--- src/rtl/core/kpg_pkg.sv ---
package kpg_pkg;

  // pending count width, signed
  localparam int PENDING_BITS = 16;

  localparam logic [15:0] DEBOUNCE_RST  = 16'd50;
  localparam logic [15:0] LONG_RST      = 16'd300;
  localparam logic [15:0] PULSE_RST     = 16'd6;
  localparam logic [15:0] GAP_RST       = 16'd26;
  localparam logic [15:0] AWAKE_RST     = 16'd10000;

  localparam int CFG_IDX_BITS = 3;

  typedef enum logic [CFG_IDX_BITS-1:0] {
    REG_DEBOUNCE = 3'd0,
    REG_LONG     = 3'd1,
    REG_PULSE    = 3'd2,
    REG_GAP      = 3'd3,
    REG_AWAKE    = 3'd4
  } reg_idx_t;

  typedef logic signed [PENDING_BITS-1:0] pend_t;
  typedef logic signed [PENDING_BITS:0]   pend_w_t;

  localparam pend_w_t PEND_LIM = pend_w_t'((64'sd1 <<< (PENDING_BITS - 1)) - 64'sd1);
  localparam pend_w_t PEND_NEG_LIM = -PEND_LIM;

  typedef struct packed {
    logic [15:0] debounce_ms;
    logic [15:0] long_press_ms;
    logic [15:0] pulse_ms;
    logic [15:0] gap_ms;
    logic [15:0] awake_ms;
  } cfg_t;

  typedef struct packed {
    logic [31:0] now_ms;
    logic        enc_a;
    logic        enc_b;
    logic        button_level;
    logic        alt_mode;
    logic        hold_awake;
  } item_t;

  typedef struct packed {
    logic rot_edge;
    logic incr_key;
    logic decr_key;
    logic alt_valid;
    logic alt_up;
  } rot_res_t;

  typedef struct packed {
    logic press;
    logic long_ev;
    logic button_key;
  } btn_res_t;

  // wrapping elapsed time, strictly greater than limit
  function automatic logic expired(logic [31:0] now, logic [31:0] mark, logic [15:0] limit);
    logic [31:0] d;
    d = now - mark;
    return d > {16'd0, limit};
  endfunction

  // +/-1 with symmetric saturation
  function automatic pend_t pend_step(pend_t v, logic up);
    pend_w_t w;
    w = pend_w_t'(v) + (up ? pend_w_t'(1) : pend_w_t'(-1));
    if (w > PEND_LIM) w = PEND_LIM;
    if (w < PEND_NEG_LIM) w = PEND_NEG_LIM;
    return pend_t'(w);
  endfunction

endpackage

--- src/rtl/core/kpg_rot.sv ---
module kpg_rot (
  input  logic             clk,
  input  logic             rst,
  input  logic             step,
  input  kpg_pkg::item_t   item,
  input  kpg_pkg::cfg_t    cfg,
  output kpg_pkg::rot_res_t res
);
  import kpg_pkg::*;

  logic        last_a;
  pend_t       pending_steps;
  logic        incr_active;
  logic        decr_active;
  logic [31:0] rot_pulse_start;
  logic [31:0] rot_gap_start;

  pend_t       pending_steps_next;
  logic        incr_active_next;
  logic        decr_active_next;
  logic [31:0] rot_pulse_start_next;
  logic [31:0] rot_gap_start_next;

  always_comb begin
    pend_t pend1;
    logic  inc1;
    logic  dec1;
    logic  [31:0] ps1;

    res = '0;
    res.rot_edge = !item.enc_a && last_a;
    pend1 = pending_steps;
    if (res.rot_edge) begin
      if (!item.alt_mode) begin
        pend1 = pend_step(pending_steps, item.enc_b);
      end else begin
        res.alt_valid = 1'b1;
        res.alt_up    = item.enc_b;
      end
    end

    inc1 = incr_active;
    dec1 = decr_active;
    ps1  = rot_pulse_start;
    if (pend1 != '0 && !incr_active && !decr_active &&
        expired(item.now_ms, rot_gap_start, cfg.gap_ms)) begin
      if (pend1 > 0) inc1 = 1'b1;
      else dec1 = 1'b1;
      ps1 = item.now_ms;
    end

    pending_steps_next   = pend1;
    incr_active_next     = inc1;
    decr_active_next     = dec1;
    rot_pulse_start_next = ps1;
    rot_gap_start_next   = rot_gap_start;
    if (inc1 && expired(item.now_ms, ps1, cfg.pulse_ms)) begin
      rot_gap_start_next = item.now_ms;
      incr_active_next   = 1'b0;
      pending_steps_next = pend_step(pend1, 1'b0);
    end else if (dec1 && expired(item.now_ms, ps1, cfg.pulse_ms)) begin
      rot_gap_start_next = item.now_ms;
      decr_active_next   = 1'b0;
      pending_steps_next = pend_step(pend1, 1'b1);
    end

    res.incr_key = incr_active_next;
    res.decr_key = decr_active_next;
  end

  always_ff @(posedge clk) begin
    if (rst) begin
      last_a          <= 1'b1;
      pending_steps   <= '0;
      incr_active     <= 1'b0;
      decr_active     <= 1'b0;
      rot_pulse_start <= '0;
      rot_gap_start   <= '0;
    end else if (step) begin
      last_a          <= item.enc_a;
      pending_steps   <= pending_steps_next;
      incr_active     <= incr_active_next;
      decr_active     <= decr_active_next;
      rot_pulse_start <= rot_pulse_start_next;
      rot_gap_start   <= rot_gap_start_next;
    end
  end

endmodule

--- src/rtl/core/kpg_btn.sv ---
module kpg_btn (
  input  logic             clk,
  input  logic             rst,
  input  logic             step,
  input  kpg_pkg::item_t   item,
  input  kpg_pkg::cfg_t    cfg,
  output kpg_pkg::btn_res_t res
);
  import kpg_pkg::*;

  logic        btn_held;
  logic        btn_long_done;
  logic        btn_pulse_active;
  logic [31:0] btn_time_mark;
  logic [31:0] btn_release_time;

  logic        btn_held_next;
  logic        btn_long_done_next;
  logic        btn_pulse_active_next;
  logic [31:0] btn_time_mark_next;
  logic [31:0] btn_release_time_next;

  always_comb begin
    logic        held1;
    logic        done1;
    logic [31:0] mark1;

    res = '0;
    res.press = !btn_held && !item.button_level &&
                expired(item.now_ms, btn_release_time, cfg.debounce_ms);
    held1 = btn_held | res.press;
    mark1 = res.press ? item.now_ms : btn_time_mark;

    res.long_ev = held1 && !btn_long_done &&
                  expired(item.now_ms, mark1, cfg.long_press_ms);
    done1 = btn_long_done | res.long_ev;

    btn_held_next         = held1;
    btn_long_done_next    = done1;
    btn_pulse_active_next = btn_pulse_active;
    btn_time_mark_next    = mark1;
    btn_release_time_next = btn_release_time;
    if (held1 && item.button_level) begin
      btn_held_next = 1'b0;
      if (!done1) begin
        btn_pulse_active_next = 1'b1;
        btn_time_mark_next    = item.now_ms;
      end
      btn_long_done_next    = 1'b0;
      btn_release_time_next = item.now_ms;
    end

    if (btn_pulse_active_next &&
        expired(item.now_ms, btn_time_mark_next, cfg.pulse_ms)) begin
      btn_pulse_active_next = 1'b0;
    end
    res.button_key = btn_pulse_active_next;
  end

  always_ff @(posedge clk) begin
    if (rst) begin
      btn_held         <= 1'b0;
      btn_long_done    <= 1'b0;
      btn_pulse_active <= 1'b0;
      btn_time_mark    <= '0;
      btn_release_time <= '0;
    end else if (step) begin
      btn_held         <= btn_held_next;
      btn_long_done    <= btn_long_done_next;
      btn_pulse_active <= btn_pulse_active_next;
      btn_time_mark    <= btn_time_mark_next;
      btn_release_time <= btn_release_time_next;
    end
  end

endmodule

--- src/rtl/core/knob_to_key_pulse_generator_core.sv ---
// Channel  Direction  Handshake            Payload
// in       sink       in_valid / in_stall  now_ms[32] enc_a enc_b button_level alt_mode hold_awake
// out      source     out_valid/ out_stall incr_key decr_key button_key alt_step_valid
//                                          alt_step_up long_press sleep_request
// cfg      sink       cfg_valid/ cfg_ready cfg_index[3] cfg_data[16]
//
// One word per clock while out_stall is low; a word that is taken loads the input
// register, and its result then loads the result register, from which it leaves.
// The whole sample update sits in one combinational pass between those registers.
// Reset (synchronous) loads register defaults and clears all knob state.
// out_stall holds the result register; in_stall rises only when the input
// register is full behind a stalled result.
module knob_to_key_pulse_generator_core (
  input  logic        clk,
  input  logic        rst,

  input  logic        in_valid,
  output logic        in_stall,
  input  logic [31:0] now_ms,
  input  logic        enc_a,
  input  logic        enc_b,
  input  logic        button_level,
  input  logic        alt_mode,
  input  logic        hold_awake,

  output logic        out_valid,
  input  logic        out_stall,
  output logic        incr_key,
  output logic        decr_key,
  output logic        button_key,
  output logic        alt_step_valid,
  output logic        alt_step_up,
  output logic        long_press,
  output logic        sleep_request,

  input  logic                            cfg_valid,
  output logic                            cfg_ready,
  input  logic [kpg_pkg::CFG_IDX_BITS-1:0] cfg_index,
  input  logic [15:0]                     cfg_data
);
  import kpg_pkg::*;

  cfg_t     cfg;
  item_t    s0_item;
  logic     s0_valid;
  logic     adv;
  logic     step;
  rot_res_t rot_res;
  btn_res_t btn_res;

  // idle timer
  logic        idle_running;
  logic [31:0] idle_start;
  logic        idle_running_next;
  logic [31:0] idle_start_next;
  logic        sleep_now;

  assign cfg_ready = 1'b1;

  // result register free or being drained this edge
  assign adv      = !out_valid || !out_stall;
  assign step     = s0_valid && adv;
  assign in_stall = s0_valid && !adv;

  always_ff @(posedge clk) begin
    if (rst) begin
      cfg.debounce_ms   <= DEBOUNCE_RST;
      cfg.long_press_ms <= LONG_RST;
      cfg.pulse_ms      <= PULSE_RST;
      cfg.gap_ms        <= GAP_RST;
      cfg.awake_ms      <= AWAKE_RST;
    end else if (cfg_valid && cfg_ready) begin
      case (cfg_index)
        REG_DEBOUNCE: cfg.debounce_ms   <= cfg_data;
        REG_LONG:     cfg.long_press_ms <= cfg_data;
        REG_PULSE:    cfg.pulse_ms      <= cfg_data;
        REG_GAP:      cfg.gap_ms        <= cfg_data;
        REG_AWAKE:    cfg.awake_ms      <= cfg_data;
        default: ;  // unknown index, ignored
      endcase
    end
  end

  // input register
  always_ff @(posedge clk) begin
    if (rst) begin
      s0_valid <= 1'b0;
    end else begin
      s0_valid <= (in_valid && !in_stall) || (s0_valid && !adv);
    end
    if (in_valid && !in_stall) begin
      s0_item.now_ms       <= now_ms;
      s0_item.enc_a        <= enc_a;
      s0_item.enc_b        <= enc_b;
      s0_item.button_level <= button_level;
      s0_item.alt_mode     <= alt_mode;
      s0_item.hold_awake   <= hold_awake;
    end
  end

  kpg_rot u_rot (
    .clk  (clk),
    .rst  (rst),
    .step (step),
    .item (s0_item),
    .cfg  (cfg),
    .res  (rot_res)
  );

  kpg_btn u_btn (
    .clk  (clk),
    .rst  (rst),
    .step (step),
    .item (s0_item),
    .cfg  (cfg),
    .res  (btn_res)
  );

  // Timer starts on any sample without hold_awake; the request is judged on
  // the started timer, then a press or rotation edge stops it again.
  always_comb begin
    logic run1;
    run1            = idle_running || !s0_item.hold_awake;
    idle_start_next = idle_running ? idle_start : s0_item.now_ms;
    sleep_now       = run1 && expired(s0_item.now_ms, idle_start_next, cfg.awake_ms);
    idle_running_next = run1 && !btn_res.press && !rot_res.rot_edge;
  end

  always_ff @(posedge clk) begin
    if (rst) begin
      idle_running <= 1'b0;
      idle_start   <= '0;
    end else if (step) begin
      idle_running <= idle_running_next;
      idle_start   <= idle_start_next;
    end
  end

  // result register
  always_ff @(posedge clk) begin
    if (rst) begin
      out_valid <= 1'b0;
    end else if (adv) begin
      out_valid <= s0_valid;
    end
    if (step) begin
      incr_key       <= rot_res.incr_key;
      decr_key       <= rot_res.decr_key;
      button_key     <= btn_res.button_key;
      alt_step_valid <= rot_res.alt_valid;
      alt_step_up    <= rot_res.alt_up;
      long_press     <= btn_res.long_ev;
      sleep_request  <= sleep_now;
    end
  end

endmodule

--- config.mk ---
export PLATFORM = sky130hd
export DESIGN_NAME = knob_to_key_pulse_generator_core
export DESIGN_NICKNAME = d
export VERILOG_FILES = /design/src/rtl/core/kpg_pkg.sv /design/src/rtl/core/kpg_rot.sv /design/src/rtl/core/kpg_btn.sv /design/src/rtl/core/knob_to_key_pulse_generator_core.sv
export SDC_FILE = /design/constraint.sdc
export NUM_CORES = 1
export LEC_CHECK = 0
export ABC_AREA = 1
export BUFFER_PORTS_ARGS = -buffer_cell sky130_fd_sc_hd__buf_2
export CORE_AREA = 2 2 254 256
export DETAILED_ROUTE_END_ITERATION = 16
export DIE_AREA = 0 0 256 258
export PLACE_DENSITY_LB_ADDON = 0.08
export SLEW_MARGIN = 20
export SYNTH_ARGS = -nofsm -noshare
export SYNTH_HDL_FRONTEND = slang
export SYNTH_HIERARCHICAL = 1
export SYNTH_SLANG_ARGS = --single-unit
--- constraint.sdc ---
create_clock -name clk -period 31.3 [get_ports clk]
set_input_delay 1.565 -clock clk [delete_from_list [all_inputs] [get_ports clk]]
set_output_delay 1.565 -clock clk [all_outputs]
set_load 0.005 [all_outputs]
==> impl_metrics.py, run 1 <==
metrics = {
    "detailed_routing": {
        "vias": 31295,
        "highest_layer": "met4",
        "wirelength_um": 102700,
        "dr_wl_met2_um": 47520,
        "wl_met3_um": 5372,
        "avgViaCountPerCell": 5.260,
        "drcViolationCount": 0,
        "postRouteAntennaNets": 0,
        "routedLengthMet1_um": 46980,
        "first_pass_iters": 5,
        "avgRoutedWirePerCell_um": 17.26,
        "drt-initial-drc-count": 2380,
    },
    "synth": {
        "synth-seq-cells": 309,
        "synth-compound-area-share": 0.1449,
        "syn_area_per_cell_um2": 6.107,
        "synth_xor_xnor_area_share": 0.03798,
        "synthMuxAreaShare": 0.01697,
        "syn-num-nets": 5390,
        "synth_edf_count": 44,
        "synth-adder-area-share": 0.1267,
        "yosys-top-cells-area": "dfxtp_1 (17%), nand2_1 (16%), ha_1 (12%)",
        "synth_flop_cell": "dfxtp_1",
        "yosys.area.top_type": "dfxtp_1",
        "synthArstFlopShare": 0,
        "netlist-cell-type-count": 64,
        "ys_seq_area_frac": 0.2161,
        "yosysWarnings": 6,
        "synth_top_family_by_area": "simple AND/OR/NAND/NOR gates",
        "yosys.area_share.simple": 0.3284,
        "synth_top_area_share": 0.1730,
        "syn_area_mm2": 0.03067,
        "synthCells": 5022,
    },
    "timing": {
        "tns_ns": 0,
        "final-setup-viol-count": 0,
        "fin_crit_sh": 0.4031,
        "finClkSkew_ns": 0.02476,
        "hold_violations": 0,
        "rsz0062_at_grt": "no",
        "fmax_mhz": 79.26,
        "max_slew_margin": 0.2459,
        "hold-worst-slack_ns": 0.4588,
        "tightest_slew_ns": 1.125,
        "drv_slew": 0,
        "period_needed_ns": 12.62,
    },
    "hold_path": {
        "hp-class": "flop to flop",
    },
    "clocking": {
        "h-tree-depth": 2,
        "ctsResizeCount": 0,
        "cts_tree": "yes",
        "clock_latency_ns": 0.58,
        "path_clk_slew_ns": 0.06,
        "cts-root-buf": "clkbuf_16",
        "cts_buffers": 41,
        "cts_sinks": 309,
        "cts_buffer_depth": 3,
        "cts_setup_buffers": 0,
        "cts_hold_buf": 0,
    },
    "floorplanning": {
        "initial_utilization": 0.4818,
        "die_h_um": 258,
        "die_area_mm2": 0.06605,
        "num_io_pins": 71,
        "coreArea_mm2": 0.06365,
        "fp-row-count": 93,
        "die_w_um": 256,
    },
    "finish": {
        "synthToLayoutAreaGrowth_pct": 8.432,
        "post-route-util": 0.5225,
        "n_antenna_cell": 0,
        "drive_above_1_share": 0.06183,
        "stdcell_count": 5950,
        "final_common_cell": "nand2_1",
        "nNetsFinal": 5431,
        "num-fill-cells": 6772,
        "final_cell_mix": "nand2_1 (1310), inv_1 (866), nor2_1 (563)",
    },
    "critical_path": {
        "cp_data_required_time_ns": 31.75,
        "critPathSlowestCell": "buf_4",
        "endpoint_kind": "flop",
        "cp-start-kind": "flop",
        "cp_slowest_stage_delay_ns": 0.56,
        "crit_path_frequent_cell": "nand2_1",
        "worstPathMaxFanout": 75,
        "worstPathArrival_ns": 13.07,
        "critPathKind": "flop to flop",
    },
    "job": {
        "max-cap-violations": 0,
    },
    "global_routing": {
        "grt_pass1_wl_um": 159600,
        "grt_util_all_layers": 0.3034,
        "antenna_found_initial": 1,
        "grt_pass1_vias": 29079,
        "gr-total-overflow": 0,
        "grt_max_degree": 83,
    },
    "power": {
        "power_density_mw_per_mm2": 50.82,
        "peakVddDrop_mv": 0.03921,
        "p_leak_nw": 17.40,
        "power_mw": 1.690,
    },
    "placed_design": {
        "dp_hpwl_um": 81210,
        "place_inst": 5875,
        "port-buffer-count": 69,
        "gp_congestion": 0.9653,
    },
    "run_status": {
        "status": "completed",
    },
}
[synthesized netlist by cell type (all sizes together) (2+ instances only)]
cell type and number:
buf 49, o221a 2, and3 6, o211ai 42
nand3b 18, o21a 14, clkbuf 72, nor3 50
ha 301, or2 8, o21bai 9, a21boi 7
inv 889, and2 5, a211oi 41, nor2 585
xnor2 35, xor2 98, nand4 56, a21oi 323
nor4 10, mux2i 52, o2111ai 3, nand2 1360
a31oi 11, fa 6, nand3 298, o21ai 327
dfxtp 265, a21o 13, clkinv 6, a221oi 2
o31ai 4, edfxtp 44, nor3b 4
[per-layer routing]
metal	global-route usage	vias to the layer above
li1	-	16103
met1	0.4030	14271
met2	0.5244	786
met3	0.02984	135
met4	0.08252	0
met5	0	-
[state kept, by name, summed over array words and instances, names as in the netlist, 16 cells and up]
signal	cells
cfg	80
idle_start	32
s0_item	37
u_btn/btn_release_time	32
u_btn/btn_time_mark	32
u_rot/pending_steps	16
u_rot/rot_gap_start	32
u_rot/rot_pulse_start	32
[worst max-delay path: cells and delay by family (launching register included)]
family | cells | cell delay (ns)
buffers and inverters | 10 | 1.60
AOI/OAI and AO/OA | 13 | 2.44
xor gates and xnor gates | 3 | 0.55
DFF | 1 | 0.40
and+or+nand+nor | 49 | 5.18
adders and majority gates | 8 | 2.26
[per-stage QoR]
| step | setup WS, ns | area (um2) |
|---|---|---|
| finish | 18.68 | 33260 |
| global route | 17.24 | 33260 |
| CTS | 18.72 | 33260 |
| detailed placement | 18.79 | 31890 |
| global placement | 19.08 | 31890 |
| floorplan | 21.23 | 30670 |
[cells by family after synthesis]
group / after synthesis
multiplexers: 52
adder cells (fa/ha/maj): 307
AO/OA/AOI/OAI: 803
flip-flops: 309
other: 1
XOR/XNOR: 133
AND/OR/NAND/NOR: 2401
buffers and inverters: 1016
[where the power goes]
group / internal [mW] / total, mW / leakage, nW / switching, mW
sequential: 0.427 / 0.440 / 2.60 / 0.0129
clock: 0.289 / 0.487 / 0.658 / 0.199
combinational: 0.257 / 0.763 / 14.1 / 0.506
total: 0.973 / 1.69 / 17.4 / 0.718
[cell type report]
cell class | count | area [um2] | area share
clock buffers | 58 | 1181 | 0.03552
clock inverters | 17 | 186.4 | 0.005606
inverters | 895 | 3362 | 0.1011
multi-input cells | 3697 | 20110 | 0.6047
flip-flops and latches | 309 | 6628 | 0.1993
well taps | 855 | 1070 | 0.03217
repair buffers | 119 | 720.7 | 0.02167
[path summary, 6_finish.rpt]
check / start / end / slack [ns] / cells past startpoint
worst max-delay path: s0_item[5]$_DFFE_PP_ / button_key$_DFFE_PP_ / 18.68 / 83
worst min-delay path: cfg[17]$_SDFFE_PP1P_ / cfg[17]$_SDFFE_PP1P_ / 0.46 / 2
worst max register to register: s0_item[5]$_DFFE_PP_ / button_key$_DFFE_PP_ / 18.68 / 83
worst min register to register: cfg[17]$_SDFFE_PP1P_ / cfg[17]$_SDFFE_PP1P_ / 0.46 / 2
No activity file was read; power rests on OpenSTA's default activity.
==> inputs of run 2 (changes only) <==
ABC_AREA = 0   (was 1)
CORE_AREA = 2 2 256 258   (was 2 2 254 256)
DIE_AREA = 0 0 258 260   (was 0 0 256 258)
clock period = 11.8 ns   (was 31.3 ns; I/O delays follow)
==> run 2 against run 1 <==
The run now ends with negative setup slack left. First-iteration DRC count rose by 4.7%. Final cell count fell by 9.8%. Sequential power rose to 2.8 times the previous value. Die area rose by 1.6%. Non-clock buffer count rose by 398. Sequential share of layout area fell by 2.2 points. Cell area rose by 13%. Global-route usage rose by 0.47 points. Setup slack got worse by 19 ns.
==> impl_metrics.py, run 2 <==
metrics = {
    "finish": {
        "largest_register_ffs": 80,
        "post-route-util": 0.5842,
        "final_common_cell": "nand2_1",
        "num-fill-cells": 6078,
        "final_cell_mix": "nand2_1 (550), buf_4 (434), a21oi_1 (343)",
        "seq_area_mm2": 0.006628,
        "regMostFlops": "cfg",
        "multi_input_area_mm2": 0.02356,
        "synthToLayoutAreaGrowth_pct": 20.19,
        "nNetsFinal": 4847,
        "stdcell_count": 5365,
        "largest_registers": "cfg: 80 flops, s0_item: 37 flops",
        "drive_above_1_share": 0.1803,
        "postLayoutCellArea_mm2": 0.03746,
    },
    "critical_path": {
        "critPathKind": "flop to flop",
        "worstPathArrival_ns": 12.35,
        "cp_top_family": "simple AND/OR/NAND/NOR gates",
        "path_buf_inv": 4,
        "worstPathMaxFanout": 7,
        "cp_data_required_time_ns": 12.22,
        "cp-start-kind": "flop",
        "crit_path_frequent_cell": "a21oi_2",
        "endpoint_kind": "flop",
        "r2r_cells": 65,
        "critPathSlowestCell": "or4_4",
        "r2r_setup_slack_ns": -0.13,
        "r2r-start": "s0_item[5]$_DFFE_PP_",
        "cp_slowest_stage_delay_ns": 0.44,
        "rr_endpoint": "button_key$_DFFE_PP_",
    },
    "detailed_routing": {
        "first_pass_iters": 5,
        "drt-initial-drc-count": 2491,
        "avgRoutedWirePerCell_um": 20.25,
        "avgViaCountPerCell": 5.999,
        "postRouteAntennaNets": 0,
        "wirelength_um": 108600,
        "drcViolationCount": 0,
        "vias": 32186,
    },
    "placed_design": {
        "port-buffer-count": 69,
        "pre_cts_slack_ns": -0.7257,
        "dp_hpwl_um": 83090,
        "place_inst": 5241,
        "gp_congestion": 0.9676,
        "dpl-instance-area_mm2": 0.03484,
    },
    "global_routing": {
        "grt_max_degree": 194,
        "grt_pass1_vias": 29763,
        "gr-total-overflow": 0,
        "grt_util_all_layers": 0.3081,
        "antenna_found_initial": 1,
        "grt_pass1_wl_um": 166000,
    },
    "run_status": {
        "status": "complete, but fails checks",
        "failed_checks": "negative setup slack",
    },
    "clocking": {
        "h-tree-depth": 2,
        "cts_sinks": 309,
        "cts_hold_buf": 0,
        "path_clk_slew_ns": 0.06,
        "cts_buffer_depth": 3,
        "cts_tree": "yes",
        "cts_buffers": 40,
        "clock_latency_ns": 0.58,
        "cts-root-buf": "clkbuf_16",
    },
    "timing": {
        "fmax_mhz": 83.81,
        "rsz0062_at_grt": "yes",
        "tightest_slew_ns": 1.216,
        "period_needed_ns": 11.93,
        "layout_setup_ws_ns": -0.1312,
        "fin_crit_sh": 1.011,
        "final-setup-viol-count": 2,
        "drv_slew": 0,
        "finClkSkew_ns": 0.02875,
        "hold_violations": 0,
        "max_slew_margin": 0.1873,
    },
    "synth": {
        "yosys.area.top_type": "dfxtp_1",
        "synth_top_area_share": 0.1702,
        "synthTopCellsByCount": "nand2_1 (556), a21oi_1 (366), ha_1 (301)",
        "yosysWarnings": 6,
        "synth-seq-cells": 309,
        "ys_seq_area_frac": 0.2126,
        "yosys-top-cells-area": "dfxtp_1 (17%), ha_1 (12%), nand2_1 (6.7%)",
        "synth_edf_count": 44,
        "syn_area_per_cell_um2": 7.531,
        "yosysMostFrequentCell": "nand2_1",
        "synthCells": 4138,
        "synth_flop_cell": "dfxtp_1",
        "synthArstFlopShare": 0,
        "syn-num-nets": 4506,
        "netlist-cell-type-count": 128,
        "syn_area_mm2": 0.03116,
    },
    "hold_path": {
        "min_delay_worst_endpoint": "s0_item[18]$_DFFE_PP_",
        "hold_path_depth": 1,
        "hold_start": "now_ms[13]",
        "hp-class": "input port to flop",
    },
    "power": {
        "power_frac_clock": 0.201,
        "p_leak_nw": 15.59,
        "internal_power_mw": 3.803,
        "power_density_mw_per_mm2": 184.6,
        "p_sw_frac": 0.4499,
        "peakVddDrop_mv": 0.1503,
        "power_mw": 6.914,
        "p_sw_mw": 3.111,
        "power_frac_seq": 0.178,
        "p_comb_frac": 0.621,
    },
    "floorplanning": {
        "coreArea_mm2": 0.06412,
        "fp-row-count": 93,
        "die_w_um": 258,
        "initial_utilization": 0.4861,
        "die_area_mm2": 0.06708,
        "num_io_pins": 71,
        "die_h_um": 260,
    },
    "job": {
        "max-cap-violations": 0,
    },
}
run 2: layout make-up:
| cell class | count | area share |
|---|---|---|
| multi-input combinational | 3382 | 0.6289 |
| sequential | 309 | 0.1769 |
| timing repair buffer | 517 | 0.1027 |
| clock buffer | 53 | 0.03107 |
| tap | 855 | 0.02856 |
| inverter | 229 | 0.02325 |
| clock inverter | 19 | 0.008518 |
| antenna | 1 | 0.00006681 |
run 2: worst max-delay path by stage:
stage | end | depth (start not counted) | slack, ns | startpoint
2_1_floorplan | button_key$_DFFE_PP_ | 69 | -0.16 | s0_item[6]$_DFFE_PP_
3_3_place_gp | u_btn/btn_pulse_active$_SDFFE_PP0P_ | 67 | -0.39 | s0_item[5]$_DFFE_PP_
3_5_place_dp | u_btn/btn_pulse_active$_SDFFE_PP0P_ | 67 | -0.73 | s0_item[5]$_DFFE_PP_
4_1_cts | u_btn/btn_pulse_active$_SDFFE_PP0P_ | 66 | -0.10 | s0_item[5]$_DFFE_PP_
5_1_grt | u_btn/btn_pulse_active$_SDFFE_PP0P_ | 69 | -0.87 | s0_item[6]$_DFFE_PP_
6_report | button_key$_DFFE_PP_ | 65 | -0.13 | s0_item[5]$_DFFE_PP_
run 2: power groups by stage:
stage | Sequential, mW | Clock [mW] | Combinational (mW)
3_3_place_gp | 1.25 | 0 | 3.99
3_5_place_dp | 1.25 | 0 | 3.98
2_1_floorplan | 1.23 | 0 | 2.71
6_report | 1.23 | 1.39 | 4.29
4_1_cts | 1.22 | 1.41 | 4.04
5_1_grt | 1.24 | 1.45 | 4.65
run 2: per-stage QoR:
stage | setup TNS (ns) | hold WS, ns
2_1_floorplan | -0.2908 | 0.4363
3_3_place_gp | -0.6868 | 0.4417
3_5_place_dp | -1.368 | 0.4465
4_1_cts | -0.1108 | 0.1561
5_1_grt | -7.580 | 0.1721
6_report | -0.2611 | 0.1848
run 2: per-layer routing:
layer | GRT usage | up-vias | wire length (um)
met5 | 0 | - | 0
met4 | 0.08446 | 0 | 3232
met3 | 0.02534 | 159 | 4833
met2 | 0.5400 | 868 | 52370
met1 | 0.4056 | 15285 | 48210
li1 | - | 15874 | -
run 2: cell families (layout without fill, tap and decap cells):
| family | after synthesis | count (layout) | synth area share |
|---|---|---|---|
| xor gates and xnor gates | 149 | 149 | 0.04272 |
| and+or+nand+nor | 1570 | 1571 | 0.2539 |
| muxes | 156 | 156 | 0.05035 |
| DFF | 309 | 309 | 0.2126 |
| other | 1 | 2 | 0.0001203 |
| adders and majority gates | 312 | 312 | 0.1263 |
| AOI/OAI and AO/OA | 1193 | 1193 | 0.2547 |
| buffers and inverters | 448 | 818 | 0.05930 |
run 2: repair_timing:
action / CTS / global route
setup endpoints to repair: 47 / 54
pin swaps: 38 / 68
setup buffers: 25 / 22
gates resized for setup: 50 / 100
cloned: 0 / 4
